[src/design/akvt_pkg.sv]
`timescale 1ns / 1ps
package akvt_pkg;

  localparam int KEY_W     = 32;
  localparam int VALUE_W   = 32;
  localparam int STAMP_W   = 32;
  localparam int CFG_W     = 16;
  localparam int CFG_IDX_W = 1;
  localparam int COUNT_W   = 5;

  localparam logic [COUNT_W-1:0] COUNT_MAX          = '1;
  localparam logic [CFG_W-1:0]   EXPIRY_AGE_RST     = 16'd1000;
  localparam logic [CFG_W-1:0]   SWEEP_INTERVAL_RST = 16'd1000;

  typedef enum logic [1:0] {
    OP_GET  = 2'd0,
    OP_SET  = 2'd1,
    OP_TICK = 2'd2
  } opcode_e;

  typedef enum logic [CFG_IDX_W-1:0] {
    REG_EXPIRY_AGE     = 1'b0,
    REG_SWEEP_INTERVAL = 1'b1
  } reg_idx_e;

  typedef struct packed {
    logic [1:0]         opcode;
    logic [KEY_W-1:0]   key;
    logic [VALUE_W-1:0] value;
  } in_word_t;

  typedef struct packed {
    logic               hit;
    logic [VALUE_W-1:0] read_value;
    logic               evicted;
    logic [COUNT_W-1:0] expired_count;
  } out_word_t;

  // Control from the sequencer to the scan datapath.
  typedef struct packed {
    logic clear;
    logic sample;
    logic sweep;
  } scan_ctrl_t;

  // Status from the scan datapath back to the sequencer.
  typedef struct packed {
    logic hit;
    logic free_found;
    logic expire_now;
  } scan_flags_t;

endpackage

[src/design/akvt_mem.sv]
`timescale 1ns / 1ps
module akvt_mem #(
  parameter int DEPTH = 16,
  parameter int WIDTH = 96
) (
  input  logic                     clk_i,
  input  logic                     we_i,
  input  logic [$clog2(DEPTH)-1:0] waddr_i,
  input  logic [WIDTH-1:0]         wdata_i,
  input  logic                     re_i,
  input  logic [$clog2(DEPTH)-1:0] raddr_i,
  output logic [WIDTH-1:0]         rdata_o
);

  logic [WIDTH-1:0] mem [DEPTH];
  logic [WIDTH-1:0] rdata_q;

  always_ff @(posedge clk_i) begin
    if (we_i) begin
      mem[waddr_i] <= wdata_i;
    end
  end

  always_ff @(posedge clk_i) begin
    if (re_i) begin
      rdata_q <= mem[raddr_i];
    end
  end

  assign rdata_o = rdata_q;

endmodule

[src/design/akvt_scan.sv]
`timescale 1ns / 1ps
module akvt_scan #(
  parameter int ENTRIES    = 16,
  parameter int KEY_BITS   = 32,
  parameter int VALUE_BITS = 32
) (
  input  logic                             clk_i,
  input  logic                             rst_ni,
  input  akvt_pkg::scan_ctrl_t             ctrl_i,
  input  logic [$clog2(ENTRIES)-1:0]       smp_idx_i,
  input  logic                             smp_valid_i,
  input  logic [KEY_BITS-1:0]              smp_key_i,
  input  logic [VALUE_BITS-1:0]            smp_data_i,
  input  logic [akvt_pkg::STAMP_W-1:0]     smp_stamp_i,
  input  logic [KEY_BITS-1:0]              key_i,
  input  logic [akvt_pkg::STAMP_W-1:0]     now_i,
  input  logic [akvt_pkg::CFG_W-1:0]       expiry_i,
  output akvt_pkg::scan_flags_t            flags_o,
  output logic [$clog2(ENTRIES)-1:0]       hit_idx_o,
  output logic [VALUE_BITS-1:0]            hit_data_o,
  output logic [$clog2(ENTRIES)-1:0]       free_idx_o,
  output logic [$clog2(ENTRIES)-1:0]       old_idx_o,
  output logic [akvt_pkg::COUNT_W-1:0]     expired_cnt_o
);

  import akvt_pkg::*;

  localparam int IW = $clog2(ENTRIES);

  logic               hit_q, hit_d;
  logic [IW-1:0]      hit_idx_q, hit_idx_d;
  logic [VALUE_BITS-1:0] hit_data_q, hit_data_d;
  logic               free_q, free_d;
  logic [IW-1:0]      free_idx_q, free_idx_d;
  logic               old_q, old_d;
  logic [IW-1:0]      old_idx_q, old_idx_d;
  logic [STAMP_W-1:0] old_age_q, old_age_d;
  logic [COUNT_W-1:0] cnt_q, cnt_d;

  logic [STAMP_W-1:0] age;
  logic               match;
  logic               expire;

  // Age wraps with the tick counter.
  assign age    = now_i - smp_stamp_i;
  assign match  = smp_valid_i && (smp_key_i == key_i);
  assign expire = ctrl_i.sample && ctrl_i.sweep && smp_valid_i &&
                  (age > STAMP_W'(expiry_i));

  always_comb begin
    hit_d      = hit_q;
    hit_idx_d  = hit_idx_q;
    hit_data_d = hit_data_q;
    free_d     = free_q;
    free_idx_d = free_idx_q;
    old_d      = old_q;
    old_idx_d  = old_idx_q;
    old_age_d  = old_age_q;
    cnt_d      = cnt_q;
    if (ctrl_i.clear) begin
      hit_d  = 1'b0;
      free_d = 1'b0;
      old_d  = 1'b0;
      cnt_d  = '0;
    end else if (ctrl_i.sample) begin
      if (match && !hit_q) begin
        hit_d      = 1'b1;
        hit_idx_d  = smp_idx_i;
        hit_data_d = smp_data_i;
      end
      if (!smp_valid_i && !free_q) begin
        free_d     = 1'b1;
        free_idx_d = smp_idx_i;
      end
      // Strictly greater, so ties keep the lower slot seen first.
      if (smp_valid_i && (!old_q || (age > old_age_q))) begin
        old_d     = 1'b1;
        old_idx_d = smp_idx_i;
        old_age_d = age;
      end
      if (expire && (cnt_q != COUNT_MAX)) begin
        cnt_d = cnt_q + COUNT_W'(1);
      end
    end
  end

  always_ff @(posedge clk_i or negedge rst_ni) begin
    if (!rst_ni) begin
      hit_q  <= 1'b0;
      free_q <= 1'b0;
      old_q  <= 1'b0;
      cnt_q  <= '0;
    end else begin
      hit_q  <= hit_d;
      free_q <= free_d;
      old_q  <= old_d;
      cnt_q  <= cnt_d;
    end
  end

  always_ff @(posedge clk_i) begin
    hit_idx_q  <= hit_idx_d;
    hit_data_q <= hit_data_d;
    free_idx_q <= free_idx_d;
    old_idx_q  <= old_idx_d;
    old_age_q  <= old_age_d;
  end

  assign flags_o.hit        = hit_q;
  assign flags_o.free_found = free_q;
  assign flags_o.expire_now = expire;
  assign hit_idx_o          = hit_idx_q;
  assign hit_data_o         = hit_data_q;
  assign free_idx_o         = free_idx_q;
  assign old_idx_o          = old_idx_q;
  assign expired_cnt_o      = cnt_q;

endmodule

[src/design/aging_key_value_table_unit.sv]
`timescale 1ns / 1ps
// Channel   Ports                                   Handshake
// command   start, busy, cmd_i                      taken when start is high and busy is low
// result    result_valid_o, result_o                shown for one cycle, cannot be held off
// config    cfg_we_i, cfg_idx_i, cfg_data_i         written when cfg_we_i is high
//
// A get, a set, or a tick that triggers an expiry sweep walks every slot of the
// table memory once, one read per cycle, and passes through ST_LAST and
// ST_FINISH before it raises the result strobe. A tick with no sweep and an
// unused opcode raise the result strobe at the accepting edge. The next word
// may be started in the same cycle that the result strobe is shown. Reset empties
// the table at once through the per-slot valid flags; there is no clearing pass.
module aging_key_value_table_unit #(
  parameter int ENTRIES    = 16,
  parameter int KEY_BITS   = 32,
  parameter int VALUE_BITS = 32
) (
  input  logic                              clk_i,
  input  logic                              rst_ni,
  input  logic                              start,
  output logic                              busy,
  input  akvt_pkg::in_word_t                cmd_i,
  output logic                              result_valid_o,
  output akvt_pkg::out_word_t               result_o,
  input  logic                              cfg_we_i,
  input  logic [akvt_pkg::CFG_IDX_W-1:0]    cfg_idx_i,
  input  logic [akvt_pkg::CFG_W-1:0]        cfg_data_i
);

  import akvt_pkg::*;

  localparam int IW     = $clog2(ENTRIES);
  localparam int KIN    = (KEY_BITS < KEY_W) ? KEY_BITS : KEY_W;
  localparam int VIN    = (VALUE_BITS < VALUE_W) ? VALUE_BITS : VALUE_W;
  localparam int WORD_W = KEY_BITS + VALUE_BITS + STAMP_W;
  localparam logic [IW-1:0] LAST_IDX = IW'(ENTRIES - 1);

  // The sequencer walks the memory in ST_SCAN, waits for the last read in
  // ST_LAST and commits the outcome in ST_FINISH.
  typedef enum logic [1:0] {
    ST_IDLE,
    ST_SCAN,
    ST_LAST,
    ST_FINISH
  } state_e;

  state_e              state_q, state_d;
  logic [IW-1:0]       addr_q, addr_d;
  logic                smp_vld_q;
  logic [IW-1:0]       smp_idx_q;
  logic [1:0]          op_q, op_d;
  logic [KEY_BITS-1:0] key_q, key_d;
  logic [VALUE_BITS-1:0] val_q, val_d;
  logic [STAMP_W-1:0]  now_q, now_d;
  logic [CFG_W-1:0]    tss_q, tss_d;
  logic [CFG_W-1:0]    expiry_q, expiry_d;
  logic [CFG_W-1:0]    interval_q, interval_d;
  logic [ENTRIES-1:0]  valid_q, valid_d;
  logic                busy_q, busy_d;
  logic                res_vld_q, res_vld_d;
  out_word_t           res_q, res_d;

  logic                accept;
  logic [CFG_W:0]      tick_next;
  logic [CFG_W-1:0]    interval_eff;
  logic [IW-1:0]       set_slot;

  scan_ctrl_t          scan_ctrl;
  scan_flags_t         scan_flags;
  logic [IW-1:0]       hit_idx;
  logic [VALUE_BITS-1:0] hit_data;
  logic [IW-1:0]       free_idx;
  logic [IW-1:0]       old_idx;
  logic [COUNT_W-1:0]  expired_cnt;

  logic                mem_we;
  logic [WORD_W-1:0]   mem_wdata;
  logic [WORD_W-1:0]   mem_rdata;

  assign accept = start && !busy_q;

  // A zero interval sweeps on every tick, the same as an interval of one.
  assign interval_eff = (interval_q == '0) ? CFG_W'(1) : interval_q;
  assign tick_next    = {1'b0, tss_q} + (CFG_W + 1)'(1);

  // A set reuses the slot of its key, else the lowest free slot, else the
  // oldest entry, which is evicted.
  assign set_slot = scan_flags.hit        ? hit_idx  :
                    scan_flags.free_found ? free_idx : old_idx;

  assign mem_wdata = {key_q, val_q, now_q};

  always_comb begin
    state_d    = state_q;
    addr_d     = addr_q;
    op_d       = op_q;
    key_d      = key_q;
    val_d      = val_q;
    now_d      = now_q;
    tss_d      = tss_q;
    expiry_d   = expiry_q;
    interval_d = interval_q;
    valid_d    = valid_q;
    busy_d     = busy_q;
    res_vld_d  = 1'b0;
    res_d      = res_q;
    mem_we     = 1'b0;
    scan_ctrl.clear  = 1'b0;
    scan_ctrl.sample = smp_vld_q;
    scan_ctrl.sweep  = (op_q == OP_TICK);

    if (cfg_we_i) begin
      case (cfg_idx_i)
        REG_EXPIRY_AGE:     expiry_d   = cfg_data_i;
        REG_SWEEP_INTERVAL: interval_d = cfg_data_i;
        default: ;
      endcase
    end

    // Expired entries drop out as the sweep passes over them.
    if (scan_flags.expire_now) begin
      valid_d[smp_idx_q] = 1'b0;
    end

    case (state_q)
      ST_IDLE: begin
        if (accept) begin
          op_d  = cmd_i.opcode;
          key_d = KEY_BITS'(cmd_i.key[KIN-1:0]);
          val_d = VALUE_BITS'(cmd_i.value[VIN-1:0]);
          res_d = '0;
          case (cmd_i.opcode)
            OP_GET, OP_SET: begin
              scan_ctrl.clear = 1'b1;
              addr_d  = '0;
              state_d = ST_SCAN;
              busy_d  = 1'b1;
            end
            OP_TICK: begin
              // Time advances first; the sweep then sees the new time.
              now_d = now_q + STAMP_W'(1);
              if (tick_next >= {1'b0, interval_eff}) begin
                tss_d           = '0;
                scan_ctrl.clear = 1'b1;
                addr_d          = '0;
                state_d         = ST_SCAN;
                busy_d          = 1'b1;
              end else begin
                tss_d     = tick_next[CFG_W-1:0];
                res_vld_d = 1'b1;
              end
            end
            default: begin
              res_vld_d = 1'b1;
            end
          endcase
        end
      end
      ST_SCAN: begin
        addr_d = addr_q + IW'(1);
        if (addr_q == LAST_IDX) begin
          state_d = ST_LAST;
        end
      end
      ST_LAST: begin
        state_d = ST_FINISH;
      end
      ST_FINISH: begin
        state_d   = ST_IDLE;
        busy_d    = 1'b0;
        res_vld_d = 1'b1;
        case (op_q)
          OP_GET: begin
            res_d.hit        = scan_flags.hit;
            res_d.read_value = scan_flags.hit ? VALUE_W'(hit_data[VIN-1:0]) : '0;
          end
          OP_SET: begin
            mem_we            = 1'b1;
            valid_d[set_slot] = 1'b1;
            res_d.hit         = scan_flags.hit;
            res_d.evicted     = !scan_flags.hit && !scan_flags.free_found;
          end
          OP_TICK: begin
            res_d.expired_count = expired_cnt;
          end
          default: ;
        endcase
      end
      default: begin
        state_d = ST_IDLE;
        busy_d  = 1'b0;
      end
    endcase
  end

  always_ff @(posedge clk_i or negedge rst_ni) begin
    if (!rst_ni) begin
      state_q    <= ST_IDLE;
      addr_q     <= '0;
      smp_vld_q  <= 1'b0;
      smp_idx_q  <= '0;
      op_q       <= '0;
      now_q      <= '0;
      tss_q      <= '0;
      expiry_q   <= EXPIRY_AGE_RST;
      interval_q <= SWEEP_INTERVAL_RST;
      valid_q    <= '0;
      busy_q     <= 1'b0;
      res_vld_q  <= 1'b0;
      res_q      <= '0;
    end else begin
      state_q    <= state_d;
      addr_q     <= addr_d;
      smp_vld_q  <= (state_q == ST_SCAN);
      smp_idx_q  <= addr_q;
      op_q       <= op_d;
      now_q      <= now_d;
      tss_q      <= tss_d;
      expiry_q   <= expiry_d;
      interval_q <= interval_d;
      valid_q    <= valid_d;
      busy_q     <= busy_d;
      res_vld_q  <= res_vld_d;
      res_q      <= res_d;
    end
  end

  // The command word needs no reset.
  always_ff @(posedge clk_i) begin
    key_q <= key_d;
    val_q <= val_d;
  end

  // Each slot holds {key, data, stamp}; valid flags stay in flip-flops.
  akvt_mem #(
    .DEPTH (ENTRIES),
    .WIDTH (WORD_W)
  ) u_mem (
    .clk_i   (clk_i),
    .we_i    (mem_we),
    .waddr_i (set_slot),
    .wdata_i (mem_wdata),
    .re_i    (state_q == ST_SCAN),
    .raddr_i (addr_q),
    .rdata_o (mem_rdata)
  );

  akvt_scan #(
    .ENTRIES    (ENTRIES),
    .KEY_BITS   (KEY_BITS),
    .VALUE_BITS (VALUE_BITS)
  ) u_scan (
    .clk_i         (clk_i),
    .rst_ni        (rst_ni),
    .ctrl_i        (scan_ctrl),
    .smp_idx_i     (smp_idx_q),
    .smp_valid_i   (valid_q[smp_idx_q]),
    .smp_key_i     (mem_rdata[STAMP_W + VALUE_BITS +: KEY_BITS]),
    .smp_data_i    (mem_rdata[STAMP_W +: VALUE_BITS]),
    .smp_stamp_i   (mem_rdata[STAMP_W-1:0]),
    .key_i         (key_q),
    .now_i         (now_q),
    .expiry_i      (expiry_q),
    .flags_o       (scan_flags),
    .hit_idx_o     (hit_idx),
    .hit_data_o    (hit_data),
    .free_idx_o    (free_idx),
    .old_idx_o     (old_idx),
    .expired_cnt_o (expired_cnt)
  );

  assign busy           = busy_q;
  assign result_valid_o = res_vld_q;
  assign result_o       = res_q;

endmodule

[config.mk]
export PLATFORM = sky130hd
export DESIGN_NAME = aging_key_value_table_unit
export DESIGN_NICKNAME = d
export VERILOG_FILES = /design/src/design/akvt_pkg.sv /design/src/design/akvt_mem.sv /design/src/design/akvt_scan.sv /design/src/design/aging_key_value_table_unit.sv
export SDC_FILE = /design/constraint.sdc
export NUM_CORES = 2
export LEC_CHECK = 0
export BUFFER_PORTS_ARGS = -buffer_cell sky130_fd_sc_hd__clkbuf_2
export CORE_ASPECT_RATIO = 1.2
export CORE_MARGIN = 4
export CORE_UTILIZATION = 51
export DETAILED_ROUTE_END_ITERATION = 16
export PLACE_DENSITY_LB_ADDON = 0.12
export SLEW_MARGIN = 20
export SYNTH_ARGS = -nofsm -noshare
export SYNTH_HDL_FRONTEND = slang
export SYNTH_SLANG_ARGS = --single-unit
[constraint.sdc]
create_clock -name clk_i -period 16.3 [get_ports clk_i]
set_input_delay 3.26 -clock clk_i [delete_from_list [all_inputs] [get_ports clk_i]]
set_output_delay 3.26 -clock clk_i [all_outputs]
set_load 0.01 [all_outputs]
Word level (Yosys, flattened, before mapping)

Memories as Yosys holds them, arrays and structs flattened. A register that Yosys moved wholly into a read port is not among the register bits.
Cells that the tools add are included.

Flip-flop bits (word level): 298
Bits in writable memories: 1536
Output and inout bits: 41
Word-level logic and storage cells: 169
Memories: 1

Memory list:

| memory    | words | bits a word | read ports | clocked after memory_dff | wr ports | line           | RTL |
|---|---|---|---|---|---|---|---|
| u_mem.mem | 16    | 96          | 1          | 1                        | 1        | akvt_mem.sv:15 | `logic [WIDTH-1:0] mem [DEPTH];` |

$add $sub $neg: 5
Order comparisons: 7
Equality and inequality tests: 18
Multiplexer cells: 57
Bitwise gates (word level): 5
Reductions and logical operators: 49

Operator list:

| kind                                          | count |
|---|---|
| two-way mux 16 bit                            | 5 |
| case mux 39 bit (2 select lines)              | 1 |
| two-way mux 32 bit                            | 2 |
| two-way mux 39 bit                            | 1 |
| adder 32 x 1 -> 32 bit, second input constant | 1 |
| equality test 32 bit                          | 1 |
| greater-than comparator 32 x 16 -> 1 bit      | 1 |
| greater-than comparator 32 bit                | 1 |
| subtractor 32 bit                             | 1 |
| two-way mux 1 bit                             | 25 |
| AND reduction 3 bit                           | 8 |
| two-way mux 5 bit                             | 4 |
| adder 16 x 1 -> 17 bit, second input constant | 1 |
| greater-or-equal comparator 17 x 16 -> 1 bit  | 1 |
| bitwise AND 16 bit                            | 1 |
| logical NOT 16 bit                            | 1 |
| two-way mux 4 bit                             | 4 |
| NOT 16 bit                                    | 1 |
| bitwise OR 16 bit                             | 1 |
| case mux 4 bit (2 select lines)               | 2 |
| AND reduction 2 bit                           | 7 |
| nonzero test 2 bit                            | 7 |
| logical AND 1 bit                             | 12 |
| AND reduction 4 bit                           | 3 |
| 23 further kinds                              | 49 |

Longest topological paths before layout

Depth after elaboration: 10
Depth in mapped cells: 21

Cells and area by module

A second synthesis with hierarchy kept.

Cell total of the unflattened synthesis: 3903
Area, all modules: 75860.3 um2

Modules (own cells, without submodules):

| module                     | times used | cells an instance | area an instance (um2) |
|---|---|---|---|
| akvt_mem                   | 1          | 2460              | 60315.3 |
| aging_key_value_table_unit | 1          | 787               | 9160.0 |
| akvt_scan                  | 1          | 656               | 6384.9 |

Worst setup path before layout

No wires, ideal clock.

Path type: reg-to-reg
Start point: reg u_scan.free_q
End point: mem u_mem.mem[13][0] (enable)
Setup time: 0.674 ns
Arrival time: 7.896 ns
Data required time: 15.626 ns
Slack: 7.731 ns
Stages on the path, launching flop included: 7
Path buffers: 1
Period minus slack after synthesis: 8.569 ns
Path through: dfrtp_1 clkbuf_1 mux2i_1 nor2_1 a21oi_1 or3_1 nor3_1

Longest elaborated chain between the ends: 2

Ends and longest elaborated chain:

| what                     | line                             | RTL |
|---|---|---|
| start: declaration       | akvt_scan.sv:33                  | `logic free_q, free_d;` |
| start signal: assignment | akvt_scan.sv:95                  | `free_q <= free_d;` |
| two-way mux 4 bit        | aging_key_value_table_unit.sv:89 | `scan_flags.free_found ? free_idx : old_idx;` |
| two-way mux 4 bit        | aging_key_value_table_unit.sv:88 | `assign set_slot = scan_flags.hit ? hit_idx :` |
| end: declaration         | akvt_mem.sv:15                   |  |

Every way passes these cells.

Final worst setup path

Start point: in start
End point: reg now_q[29]

Longest elaborated chain between the ends: 2

Ends and longest elaborated chain:

| what                                 | line                              | RTL |
|---|---|---|
| start: declaration                   | aging_key_value_table_unit.sv:20  | `input logic start,` |
| logical AND 1 bit                    | aging_key_value_table_unit.sv:80  | `assign accept = start && !busy_q;` |
| AND reduction 3 bit (no source line) | n/a                               |  |
| end signal: assignment               | aging_key_value_table_unit.sv:217 | `now_q <= now_d;` |
| end: declaration                     | aging_key_value_table_unit.sv:54  | `logic [STAMP_W-1:0] now_q, now_d;` |

Every way passes these cells.
A chain may end at the register's enable or synchronous reset.

==> run_results.csv <==
group,metric,value,unit
timing,drv_slew,0,
clock_tree,post_cts_buffers,0,
worst_setup_path,worstSetupPathType,"primary input to flip-flop",
finish,fillers,11381,
floorplan,fp-row-count,155,
min_path,worstHoldStart,"u_mem.rdata_o[61]$_DFFE_PP_",
synthesis,avgSynthCellArea,17.4,um2
global_routing,track_usage,23.4,%
clock_tree,clkTransAtPathRegs,0.06,ns
finish,mostFrequentLayoutCell,"edfxtp_1",
timing,max_freq,0.165,GHz
finish,nets,4802,
synthesis,yosys.area.top_type,"edfxtp_1",
outcome,status,"finished, final reports clean",
floorplan,initial_utilization,51.6,%
clock_tree,insertion_delay,0.83,ns
detailed_routing,drt-initial-drc-count,3579,
clock_tree,clockBufferDepth,3,
timing,skew,0.0339,ns
placed_design,io_buffers,127,
clock_tree,htreeDepth,4,
finish,drive_gt1_share,17.5,%
timing,finalCritPeriodShare,37.1,%
detailed_routing,drc,0,
synthesis,async_flop_share,8.19,%
synthesis,synthTopCellsByArea,"edfxtp_1 (69%), mux4_2 (5.8%), dfrtp_1 (4.7%)",
worst_setup_path,slowest_stage,"and3_1",
detailed_routing,routed_wl,182000,um
finish,synthToLayoutAreaGrowth,11.6,%
worst_setup_path,rr_startpoint,"now_q[10]$_DFFE_PN0P_",
timing,rsz0062_at_grt,"false",
floorplan,io_pins,128,
synthesis,syn_area,77000,um2
worst_setup_path,required,16.97,ns
floorplan,fp.dieH,434,um
worst_setup_path,crit_path_start,"start",
placed_design,place_congestion,0.822,
timing,relSlewSlack,27.2,%
synthesis,ys.flop_type,"edfxtp_1",
worst_setup_path,crit_path_end_kind,"flip-flop",
floorplan,die-area,157000,um2
synthesis,synth_edf_count,1772,
clock_tree,clock_sinks,1930,
synthesis,yosysWarnings,0,
global_routing,grt_pass1_vias,41012,
power_and_ir_drop,powerDensity,156,nW/um2
synthesis,synthCells,4432,
clock_tree,cts_buffers,188,
clock_tree,cts_resized,0,
floorplan,fp.dieW,363,um
placed_design,dp_cells,6381,
global_routing,grt_max_degree,122,
worst_setup_path,crit_family,"simple AND/OR/NAND/NOR gates",
timing,hold_viol,0,
power_and_ir_drop,p_leak,0.0302,uW
timing,finalSetupTns,0,ns
synthesis,synth_fp_nets,4625,
timing,post-route-min-period,6.04,ns
worst_setup_path,crit_buf_inv,2,
global_routing,grt_pass1_wl,271000,um
clock_tree,clockRootBuffer,"clkbuf_16",
detailed_routing,num_vias,40260,
detailed_routing,wl_per_cell,27.1,um
worst_setup_path,start_kind,"primary input",
placed_design,post-dp-hpwl,89900,um
synthesis,synth_cell_types,91,
clock_tree,cts-hold-fix-buffers,0,
finish,fin_cells,6725,
synthesis,ys_seq_area_share,74.3,%
min_path,hp-class,"flip-flop to flip-flop",
finish,layout_common_cells,"edfxtp_1 (1772), o21ai_0 (307), nand2_1 (302)",
timing,setup_viol,0,
worst_setup_path,reg2reg_slack,10.58,ns
detailed_routing,drt_pass1_iterations,6,
power_and_ir_drop,ir_drop,0.000119,V
global_routing,grt_overflow,0,
synthesis,yosys_register_bits,1930,
detailed_routing,avgViaCountPerCell,5.99,
detailed_routing,drtAntennaViolNets,0,
worst_setup_path,crit_arrival,6.71,ns
job,cap_viol_max_count,0,
worst_setup_path,crit_path_max_incr_delay,0.79,ns
floorplan,core_area,149000,um2
worst_setup_path,critical_path.cell_chain,"clkbuf_2 -> nor2b_1 -> nand2_1 -> inv_4 -> and3_1 -> nand4_1 -> nor2_1 -> and3_1 -> nand2_1 -> nor2_1 -> nand3_1 -> xnor2_1",
global_routing,antenna_found_initial,5,
timing,worst_pin_slew,1.09,ns
worst_setup_path,cp_max_fo,27,
synthesis,yosysTopAreaCellShare,69.1,%
clock_tree,cts_tree,"yes",
==> synth_stat cells, types with 8 or more instances <==
master,count
nor2b_1,22
mux2_2,114
o21ai_1,8
inv_1,117
buf_1,43
o21ai_0,307
nand2_1,303
a21oi_1,169
clkbuf_1,148
xnor2_1,54
nand3_1,34
nand2b_1,19
a221oi_1,96
or3_1,10
a21o_1,21
mux4_2,197
mux2i_1,298
a31oi_1,9
nor3_1,14
nor4_1,11
and3_1,18
edfxtp_1,1772
nand4_1,30
dfrtp_1,146
ha_1,105
o21a_1,16
a22oi_1,97
nor2_1,82
xor2_1,44
dfstp_2,12
==> sequential cells by signal, indices dropped and copies added, names as in the netlist, 2 cells and up <==
| signal | cells |
|---|---|
| u_mem.mem | 1536 |
| u_mem.rdata_o | 96 |
| result_o | 39 |
| key_q | 32 |
| now_q | 32 |
| u_scan.hit_data_o | 32 |
| u_scan.old_age_q | 32 |
| val_q | 32 |
| expiry_q | 16 |
| interval_q | 16 |
| tss_q | 16 |
| valid_q | 16 |
| u_scan.expired_cnt_o | 5 |
| addr_q | 4 |
| smp_idx_q | 4 |
| u_scan.free_idx_o | 4 |
| u_scan.hit_idx_o | 4 |
| u_scan.old_idx_o | 4 |
| op_q | 2 |
| state_q | 2 |
==> power breakdown <==
part / total, uW / switching [uW] / internal, uW
registers: 6100 / 253 / 5840
logic: 3150 / 1870 / 1270
clock network: 4130 / 1790 / 2340
total: 13400 / 3920 / 9450
==> stage by stage <==
| step | worst slack (ns) | cell area, um2 | total power, uW | utilization [%] | hold slack (ns) |
|---|---|---|---|---|---|
| final | 10.26 | 85900 | 13400 | 57.5 | 0.415 |
| after floorplan | 7.73 | 77000 | 8430 | - | 0.352 |
| after detailed placement | 9.41 | 80100 | 9380 | 53.6 | 0.405 |
| after global placement | 9.48 | 80100 | 9340 | 53.6 | 0.402 |
| after global routing | 9.96 | 85900 | 14000 | 57.5 | 0.423 |
| after CTS | 10.31 | 85900 | 13500 | 57.5 | 0.414 |
==> worst reg2reg max path: cells and delay by family (launching register included) <==
family	cells	cell delay, ns
and+or+nand+nor	7	1.64
DFF	1	0.61
AOI/OAI and AO/OA	5	1.90
buffers and inverters	1	0.40
adders and majority gates	2	0.84
==> logic make-up (layout without fill, tap and decap cells) <==
kind of cell / count (synthesis) / in the layout / share of synthesized area [%]
flip-flops: 1930 / 1930 / 74.3
AO/OA/AOI/OAI: 780 / 780 / 6.33
XOR/XNOR: 99 / 99 / 1.14
buffers and inverters: 322 / 652 / 1.65
adder cells (fa/ha/maj): 106 / 106 / 1.73
multiplexers: 609 / 609 / 11.3
AND/OR/NAND/NOR: 586 / 586 / 3.58
other: 0 / 1 / 0
==> path summary, 6_finish.rpt <==
path | endpoint | cells past startpoint
setup / recovery | now_q[29]$_DFFE_PN0P_ | 12
hold / removal | u_scan.hit_data_o[29]$_DFFE_PP_ | 0
setup reg to reg | u_scan.old_idx_o[3]$_DFFE_PP_ | 15
hold reg to reg | u_scan.hit_data_o[29]$_DFFE_PP_ | 0
max in group asynchronous | addr_q[3]$_DFFE_PN0P_ | 2
min in group asynchronous | interval_q[2]$_DFFE_PN0P_ | 1
==> per-layer routing <==
layer	vias up	global-route usage [%]	share of wire, %
met3	219	3.50	5.6
met2	1076	38.7	49
met5	-	0	0
li1	17860	-	-
met4	0	5.07	1.8
met1	21105	33.5	44
==> area by class of cell <==
class | count | area, um2 | area share (%)
Tap cell | 1962 | 2450 | 2.86
Timing Repair Buffer | 192 | 1270 | 1.48
Antenna cell | 1 | 2.50 | 0.00291
Sequential cell | 1930 | 57200 | 66.6
Multi-Input combinational cell | 2180 | 18700 | 21.8
Clock inverter | 87 | 613 | 0.714
Inverter | 117 | 442 | 0.514
Clock buffer | 256 | 5210 | 6.06
(Power assumes the default switching activity.)
